`config.mk`:
```
export PLATFORM = sky130hd
export DESIGN_NAME = gas_sensor_frame_exchange_top
export DESIGN_NICKNAME = d
export VERILOG_FILES = /design/src/rtl/gsfe_pkg.sv /design/src/rtl/gsfe_pct_div.sv /design/src/rtl/gas_sensor_frame_exchange_top.sv
export SDC_FILE = /design/constraint.sdc
export NUM_CORES = 2
export LEC_CHECK = 0
export ABC_AREA = 1
export BUFFER_PORTS_ARGS = -buffer_cell sky130_fd_sc_hd__buf_2
export CORE_ASPECT_RATIO = 0.8
export CORE_UTILIZATION = 50
export CTS_CLUSTER_SIZE = 8
export DETAILED_ROUTE_END_ITERATION = 8
export GPL_ROUTABILITY_DRIVEN = 0
export PLACE_DENSITY = 0.66
export SYNTH_ARGS = -nofsm -noshare
export SYNTH_HDL_FRONTEND = slang
export SYNTH_SLANG_ARGS = --single-unit
export TNS_END_PERCENT = 100
```
`constraint.sdc`:
```
create_clock -name clock -period 6.9 [get_ports clock]
set_input_delay 1.035 -clock clock [delete_from_list [all_inputs] [get_ports clock]]
set_output_delay 1.035 -clock clock [all_outputs]
set_load 0.05 [all_outputs]
```
`src/rtl/gsfe_pkg.sv`:
```
// Shared types, codes and constant tables of the gas sensor frame exchange.
package gsfe_pkg;

   localparam int FRAME_LEN = 9;
   localparam int KEPT_BYTES = 6;
   localparam int FRAME_IDX_W = $clog2(FRAME_LEN);
   localparam int KEPT_IDX_W = $clog2(KEPT_BYTES);
   localparam logic [FRAME_IDX_W-1:0] LAST_IDX = FRAME_IDX_W'(FRAME_LEN - 1);

   localparam logic [7:0] TIMEOUT_RESET = 8'd100;
   localparam logic [8:0] ELAPSED_MAX = 9'd511;
   localparam logic [7:0] HDR_START = 8'hFF;
   localparam logic [7:0] HDR_CMD = 8'h9C;
   localparam logic [7:0] SUM_GOOD = 8'hFF;

   typedef enum logic [2:0] {
      CMD_POLL     = 3'd0,
      CMD_ZERO_CAL = 3'd1,
      CMD_RX_BYTE  = 3'd2,
      CMD_TICK     = 3'd3,
      CMD_READ     = 3'd4
   } cmd_type;

   typedef enum logic [2:0] {
      KIND_TX_BYTE = 3'd0,
      KIND_ACCEPT  = 3'd1,
      KIND_REJECT  = 3'd2,
      KIND_TIMEOUT = 3'd3,
      KIND_READ    = 3'd4
   } kind_type;

   typedef enum logic {
      SEL_PPM     = 1'b0,
      SEL_PERCENT = 1'b1
   } read_sel_type;

   typedef enum logic {
      REQ_MEASURE = 1'b0,
      REQ_ZERO    = 1'b1
   } frame_sel_type;

   typedef struct packed {
      logic [2:0] command;
      logic [7:0] rx_byte;
      logic       read_select;
   } req_type;

   typedef struct packed {
      logic [2:0]  kind;
      logic [7:0]  tx_byte;
      logic        last;
      logic [31:0] reading_ppm;
      logic [25:0] percent_hundredths;
      logic        value_valid;
   } rsp_type;

   localparam logic [7:0] MEASURE_REQ [FRAME_LEN] =
      '{8'hFF, 8'h01, 8'h9C, 8'h00, 8'h00, 8'h00, 8'h00, 8'h00, 8'h63};
   localparam logic [7:0] ZERO_REQ [FRAME_LEN] =
      '{8'hFF, 8'h01, 8'h87, 8'h00, 8'h00, 8'h00, 8'h00, 8'h00, 8'h78};

   // One outgoing request byte as a result transaction.
   function automatic rsp_type tx_result(frame_sel_type sel, logic [FRAME_IDX_W-1:0] idx);
      rsp_type r;
      r = '0;
      r.kind = KIND_TX_BYTE;
      r.tx_byte = (sel == REQ_ZERO) ? ZERO_REQ[idx] : MEASURE_REQ[idx];
      r.last = (idx == LAST_IDX);
      return r;
   endfunction

endpackage

```
`src/rtl/gsfe_pct_div.sv`:
```
// Two-stage divide of the frame reading by 100 (reciprocal multiply, one correction).
module gsfe_pct_div
   import gsfe_pkg::*;
(
   input  logic        clock,
   input  logic [31:0] value,
   output logic [25:0] percent
);

   // v/100 == (v>>2)/25; recip = floor(2^32/25) keeps q0 within one of the quotient
   localparam logic [27:0] RECIP_25 = 28'd171798691;
   localparam logic [30:0] DIV_25 = 31'd25;

   logic [29:0] quarter;
   logic [57:0] product;
   logic [25:0] q0_ff;
   logic [29:0] quarter_ff;
   logic [30:0] q0_x25;
   logic [30:0] remainder;
   logic [25:0] percent_ff;
   logic [25:0] percent_in;

   assign quarter = value[31:2];
   assign product = 58'(quarter) * 58'(RECIP_25);

   always_ff @(posedge clock) begin
      q0_ff <= product[57:32];
      quarter_ff <= quarter;
   end

   always_comb begin
      q0_x25 = (31'(q0_ff) << 4) + (31'(q0_ff) << 3) + 31'(q0_ff);
      remainder = 31'(quarter_ff) - q0_x25;
      percent_in = (remainder >= DIV_25) ? q0_ff + 26'd1 : q0_ff;
   end

   always_ff @(posedge clock) begin
      percent_ff <= percent_in;
   end

   assign percent = percent_ff;

endmodule

```
`src/rtl/gas_sensor_frame_exchange_top.sv`:
```
// Top level of the gas sensor frame exchange: command decode, reply checker, result register.
//
// Request/reply engine for a nine-byte UART gas sensor.
// Input channel (req_valid/req_ready/req_data): one transaction per command:
//   measure, zero calibrate, received byte, millisecond tick or read.
// Result channel (rsp_valid/rsp_ready/rsp_data): measure and calibrate give
//   nine byte-to-send transactions, last set on the ninth; a completed reply
//   gives one accepted or rejected transaction; an expired reply one timeout;
//   a read one read reply. Bytes and ticks that find no reply pending, and
//   unused command codes, give nothing.
// Timing: a command is decoded in the cycle it is accepted; its first result
//   is registered and on rsp_data from the next cycle.
// Throughput: one transaction per cycle for single-result commands while the
//   receiver takes each result. A request frame holds req_ready low until its
//   ninth byte is taken (the single result register is the limit).
// Percent value: two-stage divider over the stored reply bytes (q0_ff, then percent_ff).
// csr_wr_en/csr_wr_data write timeout_ms (reset 100); write only while idle.
// Reset (synchronous, active high) drops any pending reply, result and stored
//   reading. A stalled receiver holds the result; input is taken again as soon
//   as the result register is free or being emptied.
module gas_sensor_frame_exchange_top
   import gsfe_pkg::*;
(
   input  logic       clock,
   input  logic       reset,
   input  logic       req_valid,
   output logic       req_ready,
   input  req_type    req_data,
   output logic       rsp_valid,
   input  logic       rsp_ready,
   output rsp_type    rsp_data,
   input  logic       csr_wr_en,
   input  logic [7:0] csr_wr_data
);

   // configuration
   logic [7:0] timeout_ff;

   // reply collection
   logic                   phase_ff, phase_in;
   logic [FRAME_IDX_W-1:0] byte_count_ff, byte_count_in;
   logic [7:0]             sum_ff, sum_in;
   logic [8:0]             elapsed_ff, elapsed_in;
   logic [7:0]             frame_ff [KEPT_BYTES];
   logic                   fb_wr_en;
   logic [KEPT_IDX_W-1:0]  fb_wr_idx;

   // stored values
   logic [31:0] ppm_ff, ppm_in;
   logic        ppm_present_ff, ppm_present_in;
   logic [25:0] pct_ff, pct_in;
   logic        pct_present_ff, pct_present_in;

   // request frame sender
   logic                   send_active_ff, send_active_in;
   logic [FRAME_IDX_W-1:0] send_idx_ff, send_idx_in;
   frame_sel_type          send_sel_ff, send_sel_in;

   // result register
   logic    rsp_valid_ff, rsp_valid_in;
   rsp_type rsp_ff, rsp_in;

   logic        req_accept;
   logic        rsp_take;
   logic [31:0] frame_value;
   logic [25:0] frame_pct;
   logic [7:0]  sum_next;
   logic [8:0]  elapsed_next;

   assign frame_value = {frame_ff[2], frame_ff[3], frame_ff[4], frame_ff[5]};

   gsfe_pct_div u_pct_div (
      .clock   (clock),
      .value   (frame_value),
      .percent (frame_pct)
   );

   assign rsp_take = rsp_valid_ff && rsp_ready;
   // blocked while a result waits untaken or a request frame has bytes after the current one
   assign req_ready = (!rsp_valid_ff || rsp_ready) &&
                      !(send_active_ff && (send_idx_ff != LAST_IDX));
   assign req_accept = req_valid && req_ready;

   assign sum_next = sum_ff + req_data.rx_byte;
   assign elapsed_next = (elapsed_ff < ELAPSED_MAX) ? elapsed_ff + 9'd1 : elapsed_ff;

   always_comb begin
      phase_in = phase_ff;
      byte_count_in = byte_count_ff;
      sum_in = sum_ff;
      elapsed_in = elapsed_ff;
      ppm_in = ppm_ff;
      ppm_present_in = ppm_present_ff;
      pct_in = pct_ff;
      pct_present_in = pct_present_ff;
      send_active_in = send_active_ff;
      send_idx_in = send_idx_ff;
      send_sel_in = send_sel_ff;
      rsp_in = rsp_ff;
      rsp_valid_in = rsp_valid_ff && !rsp_ready;
      fb_wr_en = 1'b0;
      fb_wr_idx = byte_count_ff[KEPT_IDX_W-1:0];

      // advance the frame sender as each byte is taken
      if (send_active_ff && rsp_take) begin
         if (send_idx_ff != LAST_IDX) begin
            send_idx_in = send_idx_ff + 1'b1;
            rsp_in = tx_result(send_sel_ff, send_idx_ff + 1'b1);
            rsp_valid_in = 1'b1;
         end else begin
            send_active_in = 1'b0;
         end
      end

      if (req_accept) begin
         unique case (req_data.command)
            CMD_POLL: begin
               ppm_in = '0;
               ppm_present_in = 1'b0;
               phase_in = 1'b1;
               byte_count_in = '0;
               sum_in = '0;
               elapsed_in = '0;
               send_active_in = 1'b1;
               send_idx_in = '0;
               send_sel_in = REQ_MEASURE;
               rsp_in = tx_result(REQ_MEASURE, '0);
               rsp_valid_in = 1'b1;
            end
            CMD_ZERO_CAL: begin
               send_active_in = 1'b1;
               send_idx_in = '0;
               send_sel_in = REQ_ZERO;
               rsp_in = tx_result(REQ_ZERO, '0);
               rsp_valid_in = 1'b1;
            end
            CMD_RX_BYTE: begin
               if (phase_ff) begin
                  fb_wr_en = (byte_count_ff < FRAME_IDX_W'(KEPT_BYTES));
                  if (byte_count_ff != LAST_IDX) begin
                     byte_count_in = byte_count_ff + 1'b1;
                     sum_in = sum_next;
                  end else begin
                     // ninth byte: header and checksum decide
                     phase_in = 1'b0;
                     byte_count_in = '0;
                     sum_in = '0;
                     rsp_in = '0;
                     rsp_in.last = 1'b1;
                     rsp_valid_in = 1'b1;
                     if (frame_ff[0] == HDR_START && frame_ff[1] == HDR_CMD &&
                         sum_next == SUM_GOOD) begin
                        ppm_in = frame_value;
                        ppm_present_in = 1'b1;
                        pct_in = frame_pct;
                        pct_present_in = 1'b1;
                        rsp_in.kind = KIND_ACCEPT;
                        rsp_in.reading_ppm = frame_value;
                        rsp_in.percent_hundredths = frame_pct;
                        rsp_in.value_valid = 1'b1;
                     end else begin
                        rsp_in.kind = KIND_REJECT;
                     end
                  end
               end
            end
            CMD_TICK: begin
               if (phase_ff) begin
                  if (elapsed_next > {1'b0, timeout_ff}) begin
                     phase_in = 1'b0;
                     byte_count_in = '0;
                     sum_in = '0;
                     elapsed_in = '0;
                     rsp_in = '0;
                     rsp_in.kind = KIND_TIMEOUT;
                     rsp_in.last = 1'b1;
                     rsp_valid_in = 1'b1;
                  end else begin
                     elapsed_in = elapsed_next;
                  end
               end
            end
            CMD_READ: begin
               rsp_in = '0;
               rsp_in.kind = KIND_READ;
               rsp_in.last = 1'b1;
               rsp_valid_in = 1'b1;
               if (req_data.read_select == SEL_PPM) begin
                  rsp_in.reading_ppm = ppm_present_ff ? ppm_ff : '0;
                  rsp_in.value_valid = ppm_present_ff;
                  ppm_in = '0;
                  ppm_present_in = 1'b0;
               end else begin
                  rsp_in.percent_hundredths = pct_present_ff ? pct_ff : '0;
                  rsp_in.value_valid = pct_present_ff;
                  pct_in = '0;
                  pct_present_in = 1'b0;
               end
            end
            default: begin
               // unused codes: no effect
            end
         endcase
      end
   end

   always_ff @(posedge clock) begin
      if (reset) begin
         timeout_ff <= TIMEOUT_RESET;
         phase_ff <= 1'b0;
         byte_count_ff <= '0;
         sum_ff <= '0;
         elapsed_ff <= '0;
         ppm_ff <= '0;
         ppm_present_ff <= 1'b0;
         pct_ff <= '0;
         pct_present_ff <= 1'b0;
         send_active_ff <= 1'b0;
         send_idx_ff <= '0;
         send_sel_ff <= REQ_MEASURE;
         rsp_valid_ff <= 1'b0;
      end else begin
         if (csr_wr_en) begin
            timeout_ff <= csr_wr_data;
         end
         phase_ff <= phase_in;
         byte_count_ff <= byte_count_in;
         sum_ff <= sum_in;
         elapsed_ff <= elapsed_in;
         ppm_ff <= ppm_in;
         ppm_present_ff <= ppm_present_in;
         pct_ff <= pct_in;
         pct_present_ff <= pct_present_in;
         send_active_ff <= send_active_in;
         send_idx_ff <= send_idx_in;
         send_sel_ff <= send_sel_in;
         rsp_valid_ff <= rsp_valid_in;
      end
   end

   // payload: no reset
   always_ff @(posedge clock) begin
      rsp_ff <= rsp_in;
      if (fb_wr_en) begin
         frame_ff[fb_wr_idx] <= req_data.rx_byte;
      end
   end

   assign rsp_valid = rsp_valid_ff;
   assign rsp_data = rsp_ff;

`ifndef NO_ASSERTIONS
   a_send_has_result: assert property (@(posedge clock) disable iff (reset)
      send_active_ff |-> rsp_valid_ff)
      else $error("frame sender active without a pending result");

   a_send_blocks_input: assert property (@(posedge clock) disable iff (reset)
      send_active_ff && (send_idx_ff != LAST_IDX) |-> !req_ready)
      else $error("input taken in the middle of a request frame");

   a_tx_byte_from_sender: assert property (@(posedge clock) disable iff (reset)
      rsp_valid_ff && (rsp_ff.kind == KIND_TX_BYTE) |->
         send_active_ff && (rsp_ff.last == (send_idx_ff == LAST_IDX)))
      else $error("byte-to-send result out of step with the frame sender");

   a_idle_clean: assert property (@(posedge clock) disable iff (reset)
      !phase_ff |-> (byte_count_ff == '0) && (sum_ff == '0))
      else $error("collection state left over while no reply is pending");

   a_count_bound: assert property (@(posedge clock) disable iff (reset)
      byte_count_ff <= LAST_IDX)
      else $error("reply byte count past the frame length");
`endif

endmodule
```
# Word-level counts from Yosys, hierarchy flattened
# Memory sizes are Yosys's and may differ from the RTL's.
# Cells that the tools add are included.
[totals]
register_bits = 250
ram_bits = 48
romBits = 256
output_inout_bits = 73
wordCells = 162
mem_count = 3
[op_classes]
n_addsub = 8
mul = 1
n_lt_le_gt_ge = 5
n_eq_ne = 17
mux = 79
bitwise_logic = 1
reduce_logical = 26
[mem_list]
columns = ["memory", "words", "word_bits", "rd", "rd_ports_with_merged_regs", "wr", "line", "rtl"]
rows = [
  ["(name not given)", 16, 8, 1, 0, 0, "gsfe_pkg.sv:67", "r.tx_byte = (sel == REQ_ZERO) ? ZERO_REQ[idx] : MEASURE_REQ[idx];"],
  ["(name not given)", 16, 8, 1, 0, 0, "gsfe_pkg.sv:67", ""],
  ["frame_ff", 6, 8, 6, 0, 1, "gas_sensor_frame_exchange_top.sv:44", "logic [7:0] frame_ff [KEPT_BYTES];"],
]
[op_table]
columns = ["operator", "count"]
rows = [
  ["$mux 71", 7],
  ["$pmux 71 s4", 1],
  ["$mux 32", 6],
  ["$mux 26", 7],
  ["$pmux 32 s3", 1],
  ["$mux 8", 9],
  ["$mux 59", 1],
  ["$mul 30x28->58 const B", 1],
  ["$pmux 26 s2", 1],
  ["$mux 4", 8],
  ["$add 30x29->31", 1],
  ["$add 31x26->31", 1],
  ["$ge 31x5->1 const B", 1],
  ["$sub 30x31->31", 1],
  ["$mux 9", 3],
  ["$add 26x1->26 const B", 1],
  ["$mux 1", 26],
  ["$eq 8x8->1 const B", 3],
  ["$pmux 8 s3", 1],
  ["$pmux 9 s2", 1],
  ["$ne 2x2->1 const B", 7],
  ["$pmux 4 s3", 1],
  ["$reduce_and 6->1", 2],
  ["$add 9x1->9 const B", 1],
  ["other kinds (26)", 45],
]

# Depth between registers and ports, before layout
[logic_depth]
ltp_word = 12
mapped_depth = 27
mapped_depth_nobuf = 27

# Hierarchy
# From an unflattened synthesis, not the netlist that was laid out.
[unflattened]
hier_cells = 4096
area_unflattened_um2 = 32118.3
[by_module_without_submodules]
columns = ["module", "n_inst", "cells_each", "area_per_inst_um2"]
rows = [
  ["gsfe_pct_div", 1, 2620, 21276.7],
  ["gas_sensor_frame_exchange_top", 1, 1476, 10841.6],
]

# Least setup slack after synthesis
# OpenSTA, ideal clock, no wires.
[synth_timing]
kind = "register to register"
start = "mem frame_ff[3][2]"
end = "reg u_pct_div.q0_ff[18]"
setup_time_ps = 112
t_arrival_ps = 5416
path_slack_ps = 1372
path_stages_with_launch = 25
path_buffers = 0
synth_period_minus_slack_ps = 5528
path_cell_list = "edfxtp_1 ha_1 fa_1 inv_1 fa_1 inv_1 fa_1 fa_1 fa_1 inv_1 fa_1 inv_1 ha_1 nand2_1 nor2_1 inv_1 nor2_1 and3_1 nand3_1 nand3_1 nand2_1 inv_1 o21ai_0 nand3_1 nand2_1"
[synth_lines]
columns = ["element", "line", "rtl"]
rows = [
  ["start: declaration", "gas_sensor_frame_exchange_top.sv:44", ""],
  ["end signal: assignment", "gsfe_pct_div.sv:27", "q0_ff <= product[57:32];"],
  ["end: declaration", "gsfe_pct_div.sv:16", "logic [25:0] q0_ff;"],
]

==> impl_metrics.json <==
{
  "criticalPathCategory": "flop to flop",
  "clock.fmax_mhz": 152,
  "wl_per_cell_um": 19.8,
  "grt_first_pass_wirelength_um": 155000,
  "rsz0062_at_grt": "false",
  "final_common_cell": "nand2_1",
  "async_flop_share_pct": 0,
  "start_util_pct": 50.8,
  "finalHoldViolCount": 0,
  "critPathLaunchType": "flop",
  "required_ns": 7.31,
  "cp.arrival_ns": 7.00,
  "grt_max_degree": 85,
  "yosys.area.top_type": "fa_1",
  "reg2reg_from": "frame_ff[4][6]",
  "totalWireLength_um": 101000,
  "ys.flop_type": "dfxtp_1",
  "leakage_nw": 18.0,
  "max_stage_delay_ns": 0.74,
  "synth_edf_count": 48,
  "power_frac_clock_pct": 39.4,
  "cap_violations": 0,
  "postSynthAreaPerCell_um2": 7.76,
  "p_seq_share_pct": 37.7,
  "yosysSeqAreaShare_pct": 20.1,
  "numCtsBuffers": 43,
  "power_frac_comb_pct": 22.9,
  "skew_ns": 0.0262,
  "grt-ovfl-total": 0,
  "die_w_um": 285,
  "die_h_um": 228,
  "startpoint": "frame_ff[4][6]",
  "cts_buffer_depth": 3,
  "path_buf_inv": 4,
  "netlist_instances": 4127,
  "num_vias": 27600,
  "tightestPinTransition_ns": 1.15,
  "drt_iter0_drc": 2837,
  "crit_path_top_delay_cell": "edfxtp_1",
  "clkLatencyLatePin_ns": 0.59,
  "fp.dieArea_um2": 65000,
  "powerDensity_nw_per_um2": 145,
  "synth-seq-cells": 298,
  "io_buffer_count": 97,
  "route.detailed.drc": 0,
  "postRouteAntennaNets": 0,
  "hpwlAfterDp_um": 82300,
  "placedCellCount": 5020,
  "cts_tree": "yes",
  "ir_worst_vdd_uv": 190,
  "worstPathMaxFanout": 10,
  "cts_resized": 0,
  "hold_path.class": "flop to flop",
  "fin_crit_ns": 6.59,
  "slew_headroom_pct": 22.5,
  "layout-area-overhead-vs-synth_pct": 8.29,
  "grt_pass1_vias": 26200,
  "path_delay_family": "adder cells",
  "track_usage_pct": 31.1,
  "coreArea_um2": 63000,
  "p_int_mw": 3.32,
  "routed_via_density": 5.43,
  "yosysUniqueCellTypes": 55,
  "post-cts-setup-buffers": 0,
  "path_cells": "inv_1 > fa_1 > inv_1 > ha_1 > inv_1 > fa_1 > inv_1 > fa_1 > fa_1 > fa_1 > fa_1 > ha_1 > nand2_1 > nor2_1 > nand2_1 > nor2_1 > nand3_1 > nand3_1 > xor2_1",
  "cts_hold_buf": 0,
  "cts.sinks": 298,
  "hold_start": "pct_present_ff",
  "synth.net_count": 4902,
  "setup_viol": 0,
  "final_cell_mix": "nand2_1 (989), inv_1 (891), ha_1 (396)",
  "p_switching_mw": 1.70,
  "syn_area_um2": 32000,
  "final_max_slew_viol_count": 0,
  "path_clk_slew_ns": 0.05,
  "stdcell_count": 5080,
  "yosys-top-cells-area": "fa_1 (22%), dfxtp_1 (16%), ha_1 (15%), nand2_1 (12%), inv_1 (10%)",
  "antenna_cells": 0,
  "antenna_found_initial": 7,
  "p_sw_share_pct": 34.0,
  "final.setup.tns_ns": 0,
  "rows": 82,
  "nets": 5000,
  "cts_max_level": 2,
  "layout-drive-gt1-share_pct": 5.38,
  "outcome": "completed",
  "end_kind": "flop",
  "io_pins": 98,
  "cp_common_cell": "fa_1",
  "first_pass_iters": 6,
  "clockRootBuffer": "clkbuf_16",
  "min_period_over_period_pct": 95.5,
  "ys_warn_count": 0,
  "synth_top_area_share_pct": 22.1
}
==> power by group through the flow <==
stage	logic [mW]	registers [mW]	clock network, mW
6_report	1.15	1.89	1.98
5_1_grt	1.27	1.90	2.07
4_1_cts	1.14	1.89	2.00
3_5_place_dp	1.13	1.93	0
3_3_place_gp	1.12	1.93	0
2_1_floorplan	0.704	2.05	0
==> path summary, 6_finish.rpt <==
check	to	slack, ns	depth (start not counted)
hold reg to reg	pct_present_ff	0.46	2
hold / removal	pct_present_ff	0.46	2
setup reg to reg	u_pct_div.q0_ff[5]	0.31	19
setup / recovery	u_pct_div.q0_ff[5]	0.31	19
==> layer usage <==
metal,GRT usage (%),share of wire [%],wire length [µm],vias to the layer above
met1,46.7,45,45800,13200
met5,0,0.053,53,-
met2,42.9,40,40200,1261
li1,-,-,-,13000
met4,8.11,2.7,2700,6
met3,9.14,12,11900,165
==> layout make-up <==
type | instances | area (µm²)
inverters | 904 | 3390
clock inverters | 4 | 75.1
clock buffers | 56 | 1120
well taps | 840 | 1050
multi-input cells | 2839 | 21800
flip-flops and latches | 298 | 6450
repair buffers | 139 | 801
fillers | 6062 | 28300
==> worst register-to-register path: stages, from the launching register on <==
cell and delay, ns:
edfxtp_1 0.74, inv_1 0.31, fa_1 0.58, inv_1 0.05, ha_1 0.26, inv_1 0.05
fa_1 0.53, inv_1 0.05, fa_1 0.49, fa_1 0.42, fa_1 0.51, fa_1 0.41
ha_1 0.43, nand2_1 0.11, nor2_1 0.19, nand2_1 0.12, nor2_1 0.26, nand3_1 0.24
nand3_1 0.23, xor2_1 0.44
==> flip-flops by register name (all words and copies together) (netlist names), 9 cells and up <==
name / cells
pct_ff: 26
ppm_ff: 32
u_pct_div.q0_ff: 26
u_pct_div.quarter_ff: 30
frame_ff: 48
elapsed_ff: 9
rsp_data: 71
u_pct_div.percent: 26
==> cells in the mapped netlist (4+ instances only) <==
cell and instances:
a21boi_0 16, a21o_1 13, a21oi_1 206, a221oi_1 6, a22oi_1 9, a31oi_1 22
and3_1 5, buf_2 29, buf_6 6, clkbuf_1 45, dfxtp_1 250, edfxtp_1 48
fa_1 354, ha_1 396, inv_1 892, inv_2 11, nand2_1 989, nand2_2 4
nand3_1 183, nand3b_1 32, nand4_1 61, nor2_1 268, nor2_2 6, nor3_1 30
nor3_2 4, nor4_1 10, o211ai_1 8, o21a_1 8, o21ai_0 93, o21bai_1 8
xnor2_1 26, xor2_1 50
==> logic make-up (layout without fill, tap and decap cells) <==
logic type,count (synthesis),in the layout,share of synthesized area (%)
flops,298,298,20.1
simple gates,1609,1609,21.1
xor+xnor,76,76,2.08
buf+inv,990,1103,11.9
compound gates,404,404,7.14
fa+ha+maj,750,750,37.6
==> stage by stage <==
| step | worst slack (ns) | utilization [%] | power [mW] | area, µm² | hold slack (ns) |
|---|---|---|---|---|---|
| after CTS | 0.555 | 55.0 | 5.03 | 34700 | 0.455 |
| after detailed placement | 0.535 | 53.1 | 3.06 | 33500 | 0.442 |
| after global routing | 0.143 | 55.0 | 5.24 | 34700 | 0.474 |
| after floorplan | 1.37 | - | 2.76 | 32000 | 0.435 |
| after global placement | 0.544 | 53.1 | 3.05 | 33500 | 0.416 |
| final | 0.311 | 55.0 | 5.02 | 34700 | 0.463 |
(Power assumes the default switching activity.)
